## src/rtl/core/unique_edge_table_builder_core_macros.svh

```systemverilog
// Assertion helpers shared by the edge table builder modules.
// Each expects clk and rst_n in the scope where it is used.
`ifndef UNIQUE_EDGE_TABLE_BUILDER_CORE_MACROS_SVH
`define UNIQUE_EDGE_TABLE_BUILDER_CORE_MACROS_SVH

`define UETB_ASSERT_IMP(lbl, ante, cons, msg) \
  lbl: assert property (@(posedge clk) disable iff (!rst_n) (ante) |-> (cons)) else $error(msg);

`define UETB_ASSERT_NXT(lbl, ante, cons, msg) \
  lbl: assert property (@(posedge clk) disable iff (!rst_n) (ante) |=> (cons)) else $error(msg);

`endif

```

## src/rtl/core/uetb_pkg.sv

```systemverilog
package uetb_pkg;

  localparam int VTX_W  = 16;
  localparam int SLOT_W = 10;

  typedef struct packed {
    logic [VTX_W-1:0] vertex_index;
    logic             face_end;
    logic             mesh_start;
  } in_word_t;

  typedef struct packed {
    logic [VTX_W-1:0]  edge_start_vertex;
    logic [VTX_W-1:0]  edge_end_vertex;
    logic [SLOT_W-1:0] edge_slot;
    logic              table_overflow;
    logic              run_last;
  } out_word_t;

  typedef struct packed {
    logic done;
    logic hit;
  } srch_rsp_t;

endpackage

```

## src/rtl/core/uetb_search.sv

```systemverilog
`include "unique_edge_table_builder_core_macros.svh"

module uetb_search #(
  parameter int VB    = 16,
  parameter int SLOTS = 1024
) (
  input  logic                       clk,
  input  logic                       rst_n,
  input  logic                       go,
  input  logic [VB-1:0]              edge_a,
  input  logic [VB-1:0]              edge_b,
  input  logic [$clog2(SLOTS+1)-1:0] total,
  output logic                       rd_en,
  output logic [$clog2(SLOTS)-1:0]   rd_addr,
  input  logic [2*VB-1:0]            rd_data,
  output uetb_pkg::srch_rsp_t        rsp
);

  localparam int AW = $clog2(SLOTS);
  localparam int CW = $clog2(SLOTS+1);

  logic          busy_r, busy_nxt;
  logic          chk_r, chk_nxt;
  logic [CW-1:0] idx_r, idx_nxt;
  logic [VB-1:0] rd_a, rd_b;
  logic          more, match, hit_now;

  assign rd_a    = rd_data[2*VB-1:VB];
  assign rd_b    = rd_data[VB-1:0];
  assign match   = (rd_a == edge_a && rd_b == edge_b) || (rd_a == edge_b && rd_b == edge_a);
  assign more    = idx_r < total;
  assign hit_now = chk_r && match;
  assign rd_en   = busy_r && more && !hit_now;
  assign rd_addr = idx_r[AW-1:0];

  assign rsp.done = busy_r && (hit_now || (!chk_r && !more));
  assign rsp.hit  = hit_now;

  always_comb begin
    busy_nxt = busy_r;
    chk_nxt  = chk_r;
    idx_nxt  = idx_r;
    if (go) begin
      busy_nxt = 1'b1;
      chk_nxt  = 1'b0;
      idx_nxt  = '0;
    end else if (rsp.done) begin
      busy_nxt = 1'b0;
      chk_nxt  = 1'b0;
    end else if (busy_r) begin
      chk_nxt = rd_en;
      if (rd_en) begin
        idx_nxt = idx_r + CW'(1);
      end
    end
  end

  always_ff @(posedge clk) begin
    if (!rst_n) begin
      busy_r <= 1'b0;
      chk_r  <= 1'b0;
      idx_r  <= '0;
    end else begin
      busy_r <= busy_nxt;
      chk_r  <= chk_nxt;
      idx_r  <= idx_nxt;
    end
  end

  `UETB_ASSERT_IMP(a_go_when_free, go, !busy_r, "Search started while one is running.")
  `UETB_ASSERT_NXT(a_done_frees, rsp.done && !go, !busy_r, "Search still busy after done.")
  `UETB_ASSERT_IMP(a_idx_bound, busy_r, idx_r <= total, "Scan index beyond stored edges.")

endmodule

```

## config.mk

```make
export PLATFORM = sky130hd
export DESIGN_NAME = uetb_search
export DESIGN_NICKNAME = d
export VERILOG_FILES = /design/src/rtl/core/uetb_pkg.sv /design/src/rtl/core/uetb_search.sv
export VERILOG_INCLUDE_DIRS = /design/src /design/src/rtl/core
export SDC_FILE = /design/constraint.sdc
export NUM_CORES = 1
export LEC_CHECK = 0
export ABC_AREA = 0
export CAP_MARGIN = 25
export CORE_MARGIN = 3
export CORE_UTILIZATION = 50
export CTS_BUF_LIST = sky130_fd_sc_hd__clkbuf_4 sky130_fd_sc_hd__clkbuf_8
export DETAILED_ROUTE_END_ITERATION = 6
export DONT_BUFFER_PORTS = 1
export SYNTH_ARGS = -nofsm -noshare
export SYNTH_HDL_FRONTEND = slang
export SYNTH_SLANG_ARGS = --single-unit
export TNS_END_PERCENT = 10
```

## constraint.sdc

```tcl
create_clock -name clk -period 2.74 [get_ports clk]
set_clock_uncertainty 0.05 [all_clocks]
set_input_delay 0.274 -clock clk [delete_from_list [all_inputs] [get_ports clk]]
set_output_delay 0.274 -clock clk [all_outputs]
set_load 0.01 [all_outputs]
```

==> run metrics <==
all-layer global routing usage 0.203; number of global-route vias before repair 1,408; clk slew on worst S/H paths 90 ps; CTS H-tree depth 1; min Tclk post-route 2600 ps; Hold Path Cell Cnt 1; Resized cells post-CTS 0; DR pass1 iterations 4; Min Hold Slack 79.3 ps; # setup viols final 0; register bit count reported by yosys 13; Seq/Total Area, Yosys 0.155; Worst-Skew Late Latency 280 ps; initial antenna violation count 0; cell count after synthesis 205; synthesized area 1680 µm²; Final Util 0.547; DRC Markers 0; Cell Rows 20; Port Buffers 0; Fin. Hold Viols 0; Layout area overhead 2.01%; max_slew headroom 0.456; CTS Sinks 13; distinct cell type count after synthesis 37; uppermost layer routed met4; Top-Level Pins 91; Die X 63.9 µm; dominant cell type by area after synthesis xor2_1; die area 4080 µm²; WL met1 1810 µm; Post-CTS Hold Fix Bufs 0; Power Dens Cells 262 nW/µm²; final antenna-violating net count 0; commonest cells in the netlist xor2_1, nor4_1, dfxtp_1, inv_1, nand2_1; YS warnings 0; actual slew at the worst max-slew pin 814 ps; R2R cell count 8; setup ws final 140 ps; CP startpoint kind register; Final Max Tran Viols 0; outcome completed; ant diodes 0; Worst setup EP type output pin; CTS tree done; Max-Cap Viols 0; first-pass GRT wire length 6620 µm; via count 1,424; critical path type reg -> out; area share of the largest cell type after synthesis 0.334; Core ar. 3130 µm²; synth top area cells xor2_1, dfxtp_1, ha_1, nor4_1, buf_4; Num CTS Buffers 3; 1st-iter DRT viols 60; metal2 WL 1840 µm; Met3 Routed Length 489 µm; GPL Wtd Cong 0.843; Initial Util 0.536; setup TNS 0 ps; Synth async-reset ratio 0; Static Leakage 0.791 nW; Avg Inst Size Synth 8.18 µm²; most frequent cell after synthesis xor2_1; VDD IR max 0.155 mV; CP arrival 2280 ps; number of enable flip-flop cells after synthesis 0; gr ovfl total 0; WL per Instance 16.8 µm; Die Span Y 63.9 µm; Highest Clock Rate 0.385 GHz; post-synth net total 294; part of the cycle the worst path needs 0.949; final net count 292; HPWL after DPL 3590 µm; Max FO, Critical Path 13; total wire length 4140 µm; Max Root-Sink Buffers 2; post-CTS setup buffer count 0; Vias/cell 5.79; layout cells sized above 1 0.0990; HP Class in -> reg; CP required 2420 ps; pre-CTS setup slack 193 ps; largest net degree at the start of global routing 14; unrepaired setup endpoints after global routing false; ys flop type dfxtp_1; root buf cell clkbuf_4
==> layout by cell type (no fill, tap or decap), types with 2 or more instances in the layout <==
| cell type | Yosys | layout |
|---|---|---|
| dfxtp_1 | 13 | 12 |
| nand4_1 | 10 | 10 |
| clkbuf_4 | 1 | 4 |
| nor4_1 | 16 | 16 |
| nand2_1 | 13 | 13 |
| and4_1 | 2 | 2 |
| xor2_1 | 64 | 64 |
| ha_1 | 11 | 11 |
| mux2i_1 | 4 | 4 |
| a31o_2 | 2 | 2 |
| inv_1 | 13 | 13 |
| nor2_1 | 5 | 5 |
| a21oi_1 | 9 | 9 |
| nand2b_1 | 5 | 5 |
| nor2b_1 | 2 | 2 |
| buf_4 | 12 | 7 |
| o21ai_0 | 3 | 3 |
==> cell type report <==
| type | instances | area (µm²) |
|---|---|---|
| fill | 313 | 1420 |
| tap | 44 | 55.1 |
| multi-input combinational | 164 | 1260 |
| sequential | 13 | 262 |
| timing repair buffer | 7 | 52.6 |
| inverter | 14 | 55.1 |
| clock buffer | 4 | 30.0 |
==> routing by layer <==
| metal | vias to the layer above | track usage |
|---|---|---|
| li1 | 699 | - |
| met1 | 647 | 0.287 |
| met2 | 76 | 0.316 |
| met3 | 2 | 0.0457 |
| met4 | 0 | 0.0323 |
| met5 | - | 0 |
==> flip-flops by register name, indices dropped and copies added (netlist names) <==
name / flops
chk_r: 1
busy_r: 1
idx_r: 11
==> power breakdown <==
group          internal, mW  switching (mW)  leakage, nW
clock                0.0663          0.0668       0.0184
sequential            0.191         0.00161        0.106
combinational        0.0594          0.0622        0.667
==> critical path, stage by stage (launching register included) <==
cell and delay (ps):
dfxtp_1 330, ha_1 310, and4_1 190, o21ai_0 70
o221ai_1 180, a41o_1 280, a221o_1 430, inv_4 200
==> metrics by stage <==
stage / instances / cell area (µm²) / power, mW
after floorplan: 205 / 1680 / 0.297
after global placement: 242 / 1680 / 0.314
after detailed placement: 242 / 1680 / 0.317
after CTS: 246 / 1710 / 0.447
after global routing: 246 / 1710 / 0.474
final: 246 / 1710 / 0.448
==> logic make-up (layout without fill, tap and decap cells) <==
group                    count (synthesis)  count (layout)  synth area share
flip-flops                              13              13             0.155
AND/OR/NAND/NOR                         61              61             0.213
AO/OA/AOI/OAI                           23              23            0.0910
XOR/XNOR                                65              65             0.340
buffers and inverters                   28              25            0.0955
multiplexers                             4               4            0.0239
adder cells (fa/ha/maj)                 11              11            0.0821
==> path summary, 6_finish.rpt <==
path / startpoint / end / slack [ps]
min reg2reg: idx_r[10] / idx_r[10] / 440
min: rst_n / busy_r / 80
max reg2reg: idx_r[6] / idx_r[6] / 230
max: idx_r[6] / rd_en / 140
No activity file was read; power rests on OpenSTA's default activity.
